--- src/design/lpc_pkg.sv ---
// ----------------------------------------------------------------------------
// lpc_pkg
// Shared codes, field widths and stream packing for the layer compositor.
// ----------------------------------------------------------------------------
package lpc_pkg;

    // Item kinds carried on s_tuser.
    localparam logic ACT_WRITE = 1'b0;
    localparam logic ACT_QUERY = 1'b1;

    // Configuration register indexes.
    localparam logic CFG_LAYER_COUNT = 1'b0;
    localparam logic CFG_BACKGROUND  = 1'b1;

    localparam int CFG_INDEX_W = 1;
    localparam int CFG_DATA_W  = 32;

    // Fixed field widths of the stream items.
    localparam int IDX_W   = 4;
    localparam int FCRD_W  = 12;
    localparam int SCR_W   = 11;
    localparam int ADDR_W  = 32;
    localparam int COLOR_W = 32;
    localparam int CNT_W   = 5;

    localparam logic [COLOR_W-1:0] BG_RESET = 32'hFF00_8080;

    // Input tdata layout, lowest bit first.
    localparam int IN_IDX_LSB  = 0;
    localparam int IN_X_LSB    = IN_IDX_LSB + IDX_W;
    localparam int IN_Y_LSB    = IN_X_LSB + FCRD_W;
    localparam int IN_W_LSB    = IN_Y_LSB + FCRD_W;
    localparam int IN_H_LSB    = IN_W_LSB + FCRD_W;
    localparam int IN_VIS_LSB  = IN_H_LSB + FCRD_W;
    localparam int IN_BASE_LSB = IN_VIS_LSB + 1;
    localparam int IN_SX_LSB   = IN_BASE_LSB + ADDR_W;
    localparam int IN_SY_LSB   = IN_SX_LSB + SCR_W;
    localparam int IN_BITS     = IN_SY_LSB + SCR_W;
    localparam int S_TDATA_W   = ((IN_BITS + 7) / 8) * 8;

    // Output tdata layout, lowest bit first.
    localparam int OUT_WIN_LSB  = 0;
    localparam int OUT_ADDR_LSB = OUT_WIN_LSB + IDX_W;
    localparam int OUT_FILL_LSB = OUT_ADDR_LSB + ADDR_W;
    localparam int OUT_BITS     = OUT_FILL_LSB + COLOR_W;
    localparam int M_TDATA_W    = ((OUT_BITS + 7) / 8) * 8;

endpackage

--- src/design/lpc_table.sv ---
// ----------------------------------------------------------------------------
// lpc_table
// Layer table in flip-flops: rectangle, shown mark and base address per layer.
// ----------------------------------------------------------------------------
module lpc_table
    import lpc_pkg::*;
#(
    parameter int MAX_LAYERS = 16,
    parameter int COORD_BITS = 12
)
(
    input  logic                  clk,
    input  logic                  rst_n,
    input  logic                  wr_en,
    input  logic [IDX_W-1:0]      wr_idx,
    input  logic [COORD_BITS-1:0] wr_x,
    input  logic [COORD_BITS-1:0] wr_y,
    input  logic [COORD_BITS-1:0] wr_w,
    input  logic [COORD_BITS-1:0] wr_h,
    input  logic                  wr_shown,
    input  logic [ADDR_W-1:0]     wr_base,
    output logic [COORD_BITS-1:0] tab_x     [MAX_LAYERS],
    output logic [COORD_BITS-1:0] tab_y     [MAX_LAYERS],
    output logic [COORD_BITS-1:0] tab_w     [MAX_LAYERS],
    output logic [COORD_BITS-1:0] tab_h     [MAX_LAYERS],
    output logic                  tab_shown [MAX_LAYERS],
    output logic [ADDR_W-1:0]     tab_base  [MAX_LAYERS]
);

    // An index at or above the table depth matches no entry and is dropped.
    always_ff @(posedge clk or negedge rst_n)
    begin
        if (!rst_n)
        begin
            for (int i = 0; i < MAX_LAYERS; i++)
            begin
                tab_x[i]     <= '0;
                tab_y[i]     <= '0;
                tab_w[i]     <= '0;
                tab_h[i]     <= '0;
                tab_shown[i] <= 1'b0;
                tab_base[i]  <= '0;
            end
        end
        else if (wr_en)
        begin
            for (int i = 0; i < MAX_LAYERS; i++)
            begin
                if ({3'b000, wr_idx} == 7'(i))
                begin
                    tab_x[i]     <= wr_x;
                    tab_y[i]     <= wr_y;
                    tab_w[i]     <= wr_w;
                    tab_h[i]     <= wr_h;
                    tab_shown[i] <= wr_shown;
                    tab_base[i]  <= wr_base;
                end
            end
        end
    end

endmodule

--- src/design/lpc_hit.sv ---
// ----------------------------------------------------------------------------
// lpc_hit
// Parallel rectangle test over all layers and selection of the top cover.
// ----------------------------------------------------------------------------
module lpc_hit
    import lpc_pkg::*;
#(
    parameter int MAX_LAYERS = 16,
    parameter int COORD_BITS = 12
)
(
    input  logic [SCR_W-1:0]      sx,
    input  logic [SCR_W-1:0]      sy,
    input  logic [CNT_W-1:0]      layer_count,
    input  logic [COORD_BITS-1:0] tab_x     [MAX_LAYERS],
    input  logic [COORD_BITS-1:0] tab_y     [MAX_LAYERS],
    input  logic [COORD_BITS-1:0] tab_w     [MAX_LAYERS],
    input  logic [COORD_BITS-1:0] tab_h     [MAX_LAYERS],
    input  logic                  tab_shown [MAX_LAYERS],
    input  logic [ADDR_W-1:0]     tab_base  [MAX_LAYERS],
    output logic                  hit,
    output logic [IDX_W-1:0]      win_idx,
    output logic [COORD_BITS-1:0] win_row,
    output logic [COORD_BITS-1:0] win_col,
    output logic [COORD_BITS-1:0] win_width,
    output logic [ADDR_W-1:0]     win_base
);

    // Signed compare width holds the screen range and a layer's far edge.
    localparam int W = ((COORD_BITS > SCR_W) ? COORD_BITS : SCR_W) + 2;

    logic signed [W-1:0]     sx_s;
    logic signed [W-1:0]     sy_s;
    logic                    layer_hit [MAX_LAYERS];
    logic [COORD_BITS-1:0]   layer_row [MAX_LAYERS];
    logic [COORD_BITS-1:0]   layer_col [MAX_LAYERS];

    assign sx_s = $signed({{(W-SCR_W){1'b0}}, sx});
    assign sy_s = $signed({{(W-SCR_W){1'b0}}, sy});

    always_comb
    begin
        logic signed [W-1:0] lx;
        logic signed [W-1:0] ly;
        logic signed [W-1:0] lw;
        logic signed [W-1:0] lh;
        logic signed [W-1:0] dx;
        logic signed [W-1:0] dy;
        logic                active;
        for (int i = 0; i < MAX_LAYERS; i++)
        begin
            lx = W'($signed(tab_x[i]));
            ly = W'($signed(tab_y[i]));
            lw = $signed({{(W-COORD_BITS){1'b0}}, tab_w[i]});
            lh = $signed({{(W-COORD_BITS){1'b0}}, tab_h[i]});
            dx = sx_s - lx;
            dy = sy_s - ly;
            // A count above the table depth enables every entry.
            active = ({2'b00, layer_count} > 7'(i)) && tab_shown[i];
            layer_hit[i] = active && (sx_s >= lx) && (sx_s < lx + lw)
                                  && (sy_s >= ly) && (sy_s < ly + lh);
            layer_row[i] = dy[COORD_BITS-1:0];
            layer_col[i] = dx[COORD_BITS-1:0];
        end
    end

    // Later entries override earlier ones, so the highest index wins.
    always_comb
    begin
        hit       = 1'b0;
        win_idx   = '0;
        win_row   = '0;
        win_col   = '0;
        win_width = '0;
        win_base  = '0;
        for (int i = 0; i < MAX_LAYERS; i++)
        begin
            if (layer_hit[i])
            begin
                hit       = 1'b1;
                win_idx   = IDX_W'(i);
                win_row   = layer_row[i];
                win_col   = layer_col[i];
                win_width = tab_w[i];
                win_base  = tab_base[i];
            end
        end
    end

endmodule

--- src/design/lpc_addr.sv ---
// ----------------------------------------------------------------------------
// lpc_addr
// Source pixel address: base plus row times stride plus column.
// ----------------------------------------------------------------------------
module lpc_addr
    import lpc_pkg::*;
#(
    parameter int COORD_BITS = 12
)
(
    input  logic                  covered,
    input  logic [COORD_BITS-1:0] row,
    input  logic [COORD_BITS-1:0] col,
    input  logic [COORD_BITS-1:0] width,
    input  logic [ADDR_W-1:0]     base,
    output logic [ADDR_W-1:0]     addr
);

    logic [2*COORD_BITS-1:0] prod;

    assign prod = row * width;
    assign addr = covered ? (base + ADDR_W'(prod) + ADDR_W'(col)) : '0;

endmodule

--- src/design/layer_priority_compositor.sv ---
// ----------------------------------------------------------------------------
// layer_priority_compositor
// Overlay layer mixer: picks the top visible layer under a screen pixel.
// ----------------------------------------------------------------------------
// The block takes one item per clock while s_tready is high. A query passes an
// input register, a compare stage that tests the pixel against every layer of
// the flip-flop table in parallel and keeps the highest covering one, and an
// address stage whose single multiplier forms row times stride before the
// result register. A write item waits in the input register, updates the table
// as it leaves, and gives no result; a query that follows it sees the new
// entry. Backpressure on the result side lets empty stages fill, so s_tready
// falls only when all three registers are full.
// ----------------------------------------------------------------------------
module layer_priority_compositor
    import lpc_pkg::*;
#(
    parameter int MAX_LAYERS = 16,
    parameter int COORD_BITS = 12
)
(
    input  logic                   clk,
    input  logic                   rst_n,
    input  logic                   cfg_wr_en,
    input  logic [CFG_INDEX_W-1:0] cfg_index,
    input  logic [CFG_DATA_W-1:0]  cfg_wdata,
    input  logic                   s_tvalid,
    output logic                   s_tready,
    // layer_index, layer_x, layer_y, layer_width, layer_height,
    // layer_visible, layer_base, screen_x, screen_y, zero pad
    input  logic [S_TDATA_W-1:0]   s_tdata,
    // action
    input  logic                   s_tuser,
    output logic                   m_tvalid,
    input  logic                   m_tready,
    // winning_layer, source_address, fill_color, zero pad
    output logic [M_TDATA_W-1:0]   m_tdata,
    // covered
    output logic                   m_tuser
);

    logic [CNT_W-1:0]      layer_count_reg;
    logic [COLOR_W-1:0]    background_reg;

    logic                  in_valid_reg;
    logic                  in_action_reg;
    logic [IN_BITS-1:0]    in_data_reg;

    logic                  mid_valid_reg;
    logic                  mid_covered_reg;
    logic [IDX_W-1:0]      mid_layer_reg;
    logic [COORD_BITS-1:0] mid_row_reg;
    logic [COORD_BITS-1:0] mid_col_reg;
    logic [COORD_BITS-1:0] mid_width_reg;
    logic [ADDR_W-1:0]     mid_base_reg;
    logic [COLOR_W-1:0]    mid_fill_reg;

    logic                  out_valid_reg;
    logic                  out_covered_reg;
    logic [IDX_W-1:0]      out_layer_reg;
    logic [ADDR_W-1:0]     out_addr_reg;
    logic [COLOR_W-1:0]    out_fill_reg;

    logic                  out_load;
    logic                  mid_load;
    logic                  in_free;
    logic                  tab_wr;

    logic [COORD_BITS-1:0] tab_x     [MAX_LAYERS];
    logic [COORD_BITS-1:0] tab_y     [MAX_LAYERS];
    logic [COORD_BITS-1:0] tab_w     [MAX_LAYERS];
    logic [COORD_BITS-1:0] tab_h     [MAX_LAYERS];
    logic                  tab_shown [MAX_LAYERS];
    logic [ADDR_W-1:0]     tab_base  [MAX_LAYERS];

    logic                  hit;
    logic [IDX_W-1:0]      win_idx;
    logic [COORD_BITS-1:0] win_row;
    logic [COORD_BITS-1:0] win_col;
    logic [COORD_BITS-1:0] win_width;
    logic [ADDR_W-1:0]     win_base;
    logic [ADDR_W-1:0]     addr_next;

    // Each stage loads when it is empty or its content moves on.
    assign out_load = !out_valid_reg || m_tready;
    assign mid_load = !mid_valid_reg || out_load;
    assign in_free  = !in_valid_reg || (in_action_reg == ACT_WRITE) || mid_load;
    assign s_tready = in_free;
    assign tab_wr   = in_valid_reg && (in_action_reg == ACT_WRITE);

    always_ff @(posedge clk or negedge rst_n)
    begin
        if (!rst_n)
        begin
            layer_count_reg <= '0;
            background_reg  <= BG_RESET;
        end
        else if (cfg_wr_en)
        begin
            unique case (cfg_index)
                CFG_LAYER_COUNT: layer_count_reg <= cfg_wdata[CNT_W-1:0];
                CFG_BACKGROUND:  background_reg  <= cfg_wdata[COLOR_W-1:0];
                default:         ;
            endcase
        end
    end

    always_ff @(posedge clk or negedge rst_n)
    begin
        if (!rst_n)
        begin
            in_valid_reg  <= 1'b0;
            mid_valid_reg <= 1'b0;
            out_valid_reg <= 1'b0;
        end
        else
        begin
            if (in_free)
            begin
                in_valid_reg <= s_tvalid;
            end
            if (mid_load)
            begin
                mid_valid_reg <= in_valid_reg && (in_action_reg == ACT_QUERY);
            end
            if (out_load)
            begin
                out_valid_reg <= mid_valid_reg;
            end
        end
    end

    always_ff @(posedge clk)
    begin
        if (in_free)
        begin
            in_action_reg <= s_tuser;
            in_data_reg   <= s_tdata[IN_BITS-1:0];
        end
        if (mid_load)
        begin
            mid_covered_reg <= hit;
            mid_layer_reg   <= win_idx;
            mid_row_reg     <= win_row;
            mid_col_reg     <= win_col;
            mid_width_reg   <= win_width;
            mid_base_reg    <= win_base;
            mid_fill_reg    <= hit ? '0 : background_reg;
        end
        if (out_load)
        begin
            out_covered_reg <= mid_covered_reg;
            out_layer_reg   <= mid_layer_reg;
            out_addr_reg    <= addr_next;
            out_fill_reg    <= mid_fill_reg;
        end
    end

    lpc_table #(
        .MAX_LAYERS (MAX_LAYERS),
        .COORD_BITS (COORD_BITS)
    ) u_table (
        .clk       (clk),
        .rst_n     (rst_n),
        .wr_en     (tab_wr),
        .wr_idx    (in_data_reg[IN_IDX_LSB +: IDX_W]),
        .wr_x      (COORD_BITS'(in_data_reg[IN_X_LSB +: FCRD_W])),
        .wr_y      (COORD_BITS'(in_data_reg[IN_Y_LSB +: FCRD_W])),
        .wr_w      (COORD_BITS'(in_data_reg[IN_W_LSB +: FCRD_W])),
        .wr_h      (COORD_BITS'(in_data_reg[IN_H_LSB +: FCRD_W])),
        .wr_shown  (in_data_reg[IN_VIS_LSB]),
        .wr_base   (in_data_reg[IN_BASE_LSB +: ADDR_W]),
        .tab_x     (tab_x),
        .tab_y     (tab_y),
        .tab_w     (tab_w),
        .tab_h     (tab_h),
        .tab_shown (tab_shown),
        .tab_base  (tab_base)
    );

    lpc_hit #(
        .MAX_LAYERS (MAX_LAYERS),
        .COORD_BITS (COORD_BITS)
    ) u_hit (
        .sx          (in_data_reg[IN_SX_LSB +: SCR_W]),
        .sy          (in_data_reg[IN_SY_LSB +: SCR_W]),
        .layer_count (layer_count_reg),
        .tab_x       (tab_x),
        .tab_y       (tab_y),
        .tab_w       (tab_w),
        .tab_h       (tab_h),
        .tab_shown   (tab_shown),
        .tab_base    (tab_base),
        .hit         (hit),
        .win_idx     (win_idx),
        .win_row     (win_row),
        .win_col     (win_col),
        .win_width   (win_width),
        .win_base    (win_base)
    );

    lpc_addr #(
        .COORD_BITS (COORD_BITS)
    ) u_addr (
        .covered (mid_covered_reg),
        .row     (mid_row_reg),
        .col     (mid_col_reg),
        .width   (mid_width_reg),
        .base    (mid_base_reg),
        .addr    (addr_next)
    );

    assign m_tvalid = out_valid_reg;
    assign m_tuser  = out_covered_reg;
    assign m_tdata  = M_TDATA_W'({out_fill_reg, out_addr_reg, out_layer_reg});

    // An uncovered result carries neither a layer nor an address.
    a_uncovered_zero: assert property (@(posedge clk) disable iff (!rst_n)
        (out_valid_reg && !out_covered_reg)
            |-> (out_addr_reg == '0) && (out_layer_reg == '0))
        else $error("uncovered result with nonzero layer or address");

    // A covered result carries no fill color.
    a_covered_fill: assert property (@(posedge clk) disable iff (!rst_n)
        (out_valid_reg && out_covered_reg) |-> (out_fill_reg == '0))
        else $error("covered result with nonzero fill color");

    // A write item never turns into a result.
    a_write_no_result: assert property (@(posedge clk) disable iff (!rst_n)
        (in_valid_reg && (in_action_reg == ACT_WRITE) && mid_load)
            |=> !mid_valid_reg)
        else $error("write item entered the compare stage");

    // Input stalls only when every stage is full and the output is held.
    a_stall_full: assert property (@(posedge clk) disable iff (!rst_n)
        !s_tready |-> (in_valid_reg && mid_valid_reg && out_valid_reg && !m_tready))
        else $error("input stalled with room in the pipeline");

endmodule

--- config.mk ---
export PLATFORM = sky130hd
export DESIGN_NAME = layer_priority_compositor
export DESIGN_NICKNAME = d
export VERILOG_FILES = /design/src/design/lpc_pkg.sv /design/src/design/lpc_table.sv /design/src/design/lpc_hit.sv /design/src/design/lpc_addr.sv /design/src/design/layer_priority_compositor.sv
export SDC_FILE = /design/constraint.sdc
export NUM_CORES = 2
export LEC_CHECK = 0
export BUFFER_PORTS_ARGS = -buffer_cell sky130_fd_sc_hd__buf_2
export CAP_MARGIN = 20
export CORE_ASPECT_RATIO = 1.75
export CORE_MARGIN = 2
export CORE_UTILIZATION = 30
export CTS_CLUSTER_DIAMETER = 200
export DETAILED_ROUTE_END_ITERATION = 12
export HOLD_SLACK_MARGIN = 0.12
export PLACE_DENSITY = 0.5
export SKIP_LAST_GASP = 1
export SLEW_MARGIN = 20
export SYNTH_ARGS = -nofsm -noshare
export SYNTH_HDL_FRONTEND = slang
export SYNTH_HIERARCHICAL = 1
export SYNTH_SLANG_ARGS = --single-unit
export TNS_END_PERCENT = 50
--- constraint.sdc ---
create_clock -name clk -period 7.2 [get_ports clk]
set_clock_uncertainty 0.05 [all_clocks]
set_input_delay 1.08 -clock clk [delete_from_list [all_inputs] [get_ports clk]]
set_output_delay 1.08 -clock clk [all_outputs]
set_load 0.05 [all_outputs]
Word-level counts from Yosys, hierarchy flattened. Index checks and enable logic that the tools add are counted.

Bitwise logic cells: 2. Muxes and demuxes: 94. Multiply operators: 1. $lt $le $gt $ge: 80. Shift-type cells: 0. Divide/modulo/power cells: 0. Add/sub/neg operators: 66. Eq/ne operators: 15. Reduce and logical (&&, ||, !) cells: 111.

Operator list (count): $mux W12 (48); $mux W32 (16); $add A12 B13 Y14 (32); $lt A12 B14 Y1 (32); $ge A12 B12 Y1 (32); $sub A12 B12 Y12 (32); $logic_and A1 B1 Y1 (82); $gt A5 B4 Y1 const B (8); $reduce_and A2 Y1 (18); $add A32 B12 Y32 (1); $add A32 B24 Y32 (1); $eq A4 B4 Y1 const B (8); $mul A12 B12 Y24 (1); $mux W3 (8); $gt A5 B3 Y1 const B (4); $mux W1 (18); $eq A4 B3 Y1 const B (4); $gt A5 B1 Y1 const B (2); $gt A5 B2 Y1 const B (2); $eq A4 B2 Y1 const B (2); $mux W2 (4); $reduce_or A8 Y1 (1); $eq A4 B1 Y1 const B (1); $logic_not A4 Y1 (1); other kinds (5) (11).

Input port bits: 151. Memory bits (read-only): 0. Bits in registers: 1618. Bits in latches: 0. Bits in writable memories: 0. Memories: 0.

Logic depth before layout (Yosys ltp).
Word-level depth: 22. Mapped depth: 25.

Modules after synthesis. The synthesis kept the hierarchy.

By module, submodules not included: lpc_hit (area an instance 51426.8 µm², sequential area each 0.0 µm², cells each 7314, times used 1); lpc_table (area an instance 48107.4 µm², sequential area each 32431.1 µm², cells each 2831, times used 1); layer_priority_compositor (area an instance 10223.6 µm², sequential area each 9481.6 µm², cells each 412, times used 1); lpc_addr (area an instance 6691.4 µm², sequential area each 0.0 µm², cells each 820, times used 1).

Least setup slack after synthesis. No wires, ideal clock.

Kind: input to output. Start: in m_tready. End: out s_tready. Data required time: 6070 ps. Setup slack: 535 ps. Stages on the path: 2. Path buffers: 0. Arrival: 5535 ps. Path through: nand3b_1 -> or2_2.

Word-level cells in the longest chain between the ends: 3.

RTL lines: start, declared (RTL line layer_priority_compositor.sv:34) `input logic m_tready,`; $logic_or A1 B1 Y1 (RTL line layer_priority_compositor.sv:84) `assign out_load = !out_valid_reg || m_tready;`; $logic_or A1 B1 Y1 (RTL line layer_priority_compositor.sv:85) `assign mid_load = !mid_valid_reg || out_load;`; $logic_or A1 B1 Y1 (RTL line layer_priority_compositor.sv:86) `assign in_free = !in_valid_reg || (in_action_reg == ACT_WRITE) || mid_load;`; end, declared (RTL line layer_priority_compositor.sv:27) `output logic s_tready,`.

No other way between the ends.

Worst setup path after layout.
Start: reg u_table/tab_x[180] (netlist name). End: reg mid_col_reg[8] (data pin).

Word-level cells in the longest chain between the ends: 21. Elaborated cells on any way between the ends: 24.

RTL lines: start, declared (RTL line lpc_table.sv:22) `output logic [COORD_BITS-1:0] tab_x [MAX_LAYERS],`; start signal, assigned by index (RTL line lpc_table.sv:51) `tab_x[i] <= wr_x;`; $add A12 B13 Y14 or $ge A12 B12 Y1 (tied branches) (RTL line lpc_hit.sv:60) `layer_hit[i] = active && (sx_s >= lx) && (sx_s < lx + lw)`; $lt A12 B14 Y1 or $logic_and A1 B1 Y1 (tied branches) (RTL line lpc_hit.sv:60); $logic_and A1 B1 Y1 (RTL line lpc_hit.sv:60); $logic_and A1 B1 Y1 (2 in a row) (RTL line lpc_hit.sv:61) `&& (sy_s >= ly) && (sy_s < ly + lh);`; $mux W12 (*) (16 in a row) (RTL line lpc_hit.sv:78) `if (layer_hit[i])`; named net win_col[8] (RTL line layer_priority_compositor.sv:78) `logic [COORD_BITS-1:0] win_col;`; end signal, assigned (RTL line layer_priority_compositor.sv:144) `mid_col_reg <= win_col;`; end, declared (RTL line layer_priority_compositor.sv:52) `logic [COORD_BITS-1:0] mid_col_reg;`.

Mark *: on every way through the listed nets, which the timed path passes. The rest lies on a longest branch. A chain may end at the register's enable or synchronous reset.

==> flow_summary.toml <==
[layout]
syn_to_final_growth_pct = 13.5
largest_register_ffs = 512
fillerInstances = 39500
layout-drive-gt1-share = 0.202
instances_no_fill = 17100
multi_input_area_mm2 = 0.0700
seq_area_mm2 = 0.0419
regMostFlops = "u_table/tab_base"
nets = 13200

[synth]
synth.distinct_cells = 113
yosys_warnings = 6
synth_area_mm2 = 0.116
ys_async_sr_fraction = 0.826
ys_seq_elements = 1618
seq_area_frac_synth = 0.360
synth_area_leaders = "dfrtp_1 (28%), mux2_2 (13%), ha_1 (13%)"
synth-edff-count = 282
synth_ff_type = "dfrtp_1"
synth_top_area_frac = 0.285
syn_inst = 11400
syn_area_per_cell_um2 = 10.2
yosysTopAreaCell = "dfrtp_1"

[worst_hold_path]
min_path_type = "in -> reg"

[placed_design]
gp_congestion = 0.934
hpwl_um = 351000
placed_cells = 16700
portBuffers = 216

[critical_path]
end_kind = "flip-flop"
crit_slowest_cell = "a31oi_1"
crit_chain = "ha_1 > fa_1 > a21oi_1 > o211ai_1 > o21ai_0 > nand2_1 > xnor2_1 > ha_1 > nand3_1 > o31ai_1 > a311oi_1 > a31oi_1 > nor3_4 > a31oi_1 > a221oi_1 > a2111oi_1 > buf_4 > o211ai_1 > buf_4 > a221o_1"
critPathLaunchType = "flip-flop"
critPathTopFamily = "compound AO/OA/AOI/OAI gates"
crit_arrival_ps = 7470
cp.required_ps = 7770
crit_type = "reg -> reg"
path_buf_inv = 2
max_stage_delay_ps = 760
cp_max_fo = 10

[power_and_ir_drop]
ir_worst_vdd_uv = 221
p_leak_nw = 59.4
powerDensity_mw_per_mm2 = 353

[grt]
grt_usage = 0.238
antenna_found_initial = 42
grt_max_degree = 144
grt_pass1_wl_um = 682000
first_global_vias = 97200
grt_overflow = 0

[sta]
fmax_mhz = 145
period_minus_slack_ps = 6910
min_period_over_period = 0.959
final_max_slew_viol_count = 0
rsz0062_at_grt = "false"
relSlewSlack = 0.177
setup_viol = 0
worst_pin_slew_ps = 1200
tns_ps = 0
hold_violations = 0

[die]
die_width_um = 475
initial_core_util = 0.301
boundaryPins = 226
die_y_um = 828
row_count = 302
die_area_mm2 = 0.393
core_area_mm2 = 0.387

[route]
ant_nets = 0
wl_um = 477000
wl_per_cell_um = 28.0
vias = 94100
route.detailed.drc = 0
first_pass_iters = 8
drt-initial-drc-count = 5861
viasPerCell = 5.52

[status]
status = "completed"

[job]
maxCapViolCount = 0

[clock_network]
clock_latency_ps = 920
cts_buffers = 175
clock_path_buffers = 4
h-tree-depth = 4
path_clk_slew_ps = 70
clock_sink_count = 1618
cts_tree = "built"
post-cts-setup-buffer-count = 0
cts_root_buffer = "clkbuf_16"
==> repair_timing <==
item / in CTS / in global routing
gates resized for setup: 0 / 1
hold buffers: 1 / 0
endpoints found under the hold margin: 23 / 0
endpoints found under the setup margin: 0 / 1
==> layout make-up <==
type / instances / share of cell area
well taps: 5168 / 0.0489
flip-flops and latches: 1618 / 0.317
inverters: 756 / 0.0215
clock buffers: 241 / 0.0377
multi-input cells: 8530 / 0.530
diodes: 28 / 0.000530
repair buffers: 638 / 0.0383
clock inverters: 73 / 0.00612
==> metrics by stage <==
stage	hold slack [ps]	util	worst slack, ps	total power [mW]	cell area (um2)
2_1_floorplan	350	-	535	28.0	116000
3_3_place_gp	350	0.327	182	36.8	126000
3_5_place_dp	355	0.327	125	37.0	126000
4_1_cts	215	0.342	112	46.8	132000
5_1_grt	261	0.342	94.2	49.5	132000
6_report	284	0.342	293	46.7	132000
==> worst paths after layout <==
| check | cells after the start | startpoint | slack [ps] | endpoint |
|---|---|---|---|---|
| worst max-delay path | 20 | u_table/tab_x[180] | 290 | mid_col_reg[8] |
| worst min-delay path | 1 | s_tdata[63] | 280 | in_data_reg[63] |
| worst max register to register | 20 | u_table/tab_x[180] | 290 | mid_col_reg[8] |
| worst min register to register | 0 | mid_fill_reg[13] | 340 | out_fill_reg[13] |
| max in group asynchronous | 4 | rst_n | 4690 | u_table/tab_base[323] |
| min in group asynchronous | 2 | rst_n | 700 | u_table/tab_h[88] |
==> cell usage after synthesis, types with 67 or more instances <==
cell type and count:
o211ai_1 84, fa_1 196, nor2_1 516, ha_1 1176, and3_1 101, a211oi_1 131
a21oi_1 666, nand2b_1 211, o2111ai_1 67, nor3_1 256, a21o_1 267, buf_2 154
nand4_1 84, xnor2_1 274, mux2_2 1338, or3_1 69, nand2_1 511, nor2b_1 170
inv_1 754, o21ai_0 618, o21bai_1 67, clkbuf_1 300, xor2_1 272, o21a_1 143
and2_1 106, nand3_1 173, o31ai_1 121, dfrtp_1 1326, edfxtp_1 282, a31oi_1 126
o22ai_1 77
==> layout by cell type, fill, tap and decap left out, types with 143 or more instances in the layout <==
cell type,n
a21o_1,266
a21oi_1,664
buf_2,215
buf_4,357
clkbuf_16,179
dfrtp_1,1326
edfxtp_1,282
fa_1,196
ha_1,1176
inv_1,752
mux2_2,1338
nand2_1,508
nand2b_1,208
nand3_1,172
nor2_1,503
nor2b_1,170
nor3_1,253
o21a_1,143
o21ai_0,618
xnor2_1,274
xor2_1,272
==> where the power goes <==
part | leakage (nW) | switching (mW) | internal (mW) | total, mW
clock network | 2.84 | 4.21 | 5.36 | 9.57
logic | 36.5 | 14.2 | 9.44 | 23.6
registers | 20.1 | 1.79 | 11.7 | 13.4
total | 59.4 | 20.2 | 26.5 | 46.7
==> cells by family after synthesis <==
| kind of cell | count (synthesis) | share of synthesized area |
|---|---|---|
| AND/OR/NAND/NOR | 2380 | 0.103 |
| other | 1 | 0.0000322 |
| buffers and inverters | 1232 | 0.0419 |
| adder cells (fa/ha/maj) | 1372 | 0.160 |
| multiplexers | 1364 | 0.132 |
| XOR/XNOR | 546 | 0.0411 |
| AO/OA/AOI/OAI | 2864 | 0.162 |
| flip-flops | 1618 | 0.360 |
==> layer usage <==
| layer | track usage | wire [um] | vias up |
|---|---|---|---|
| met5 | 0 | 136 | - |
| li1 | - | - | 42400 |
| met1 | 0.246 | 170000 | 47800 |
| met3 | 0.0287 | 19800 | 1191 |
| met2 | 0.432 | 247000 | 2752 |
| met4 | 0.184 | 40800 | 22 |
(Power assumes the default switching activity.)
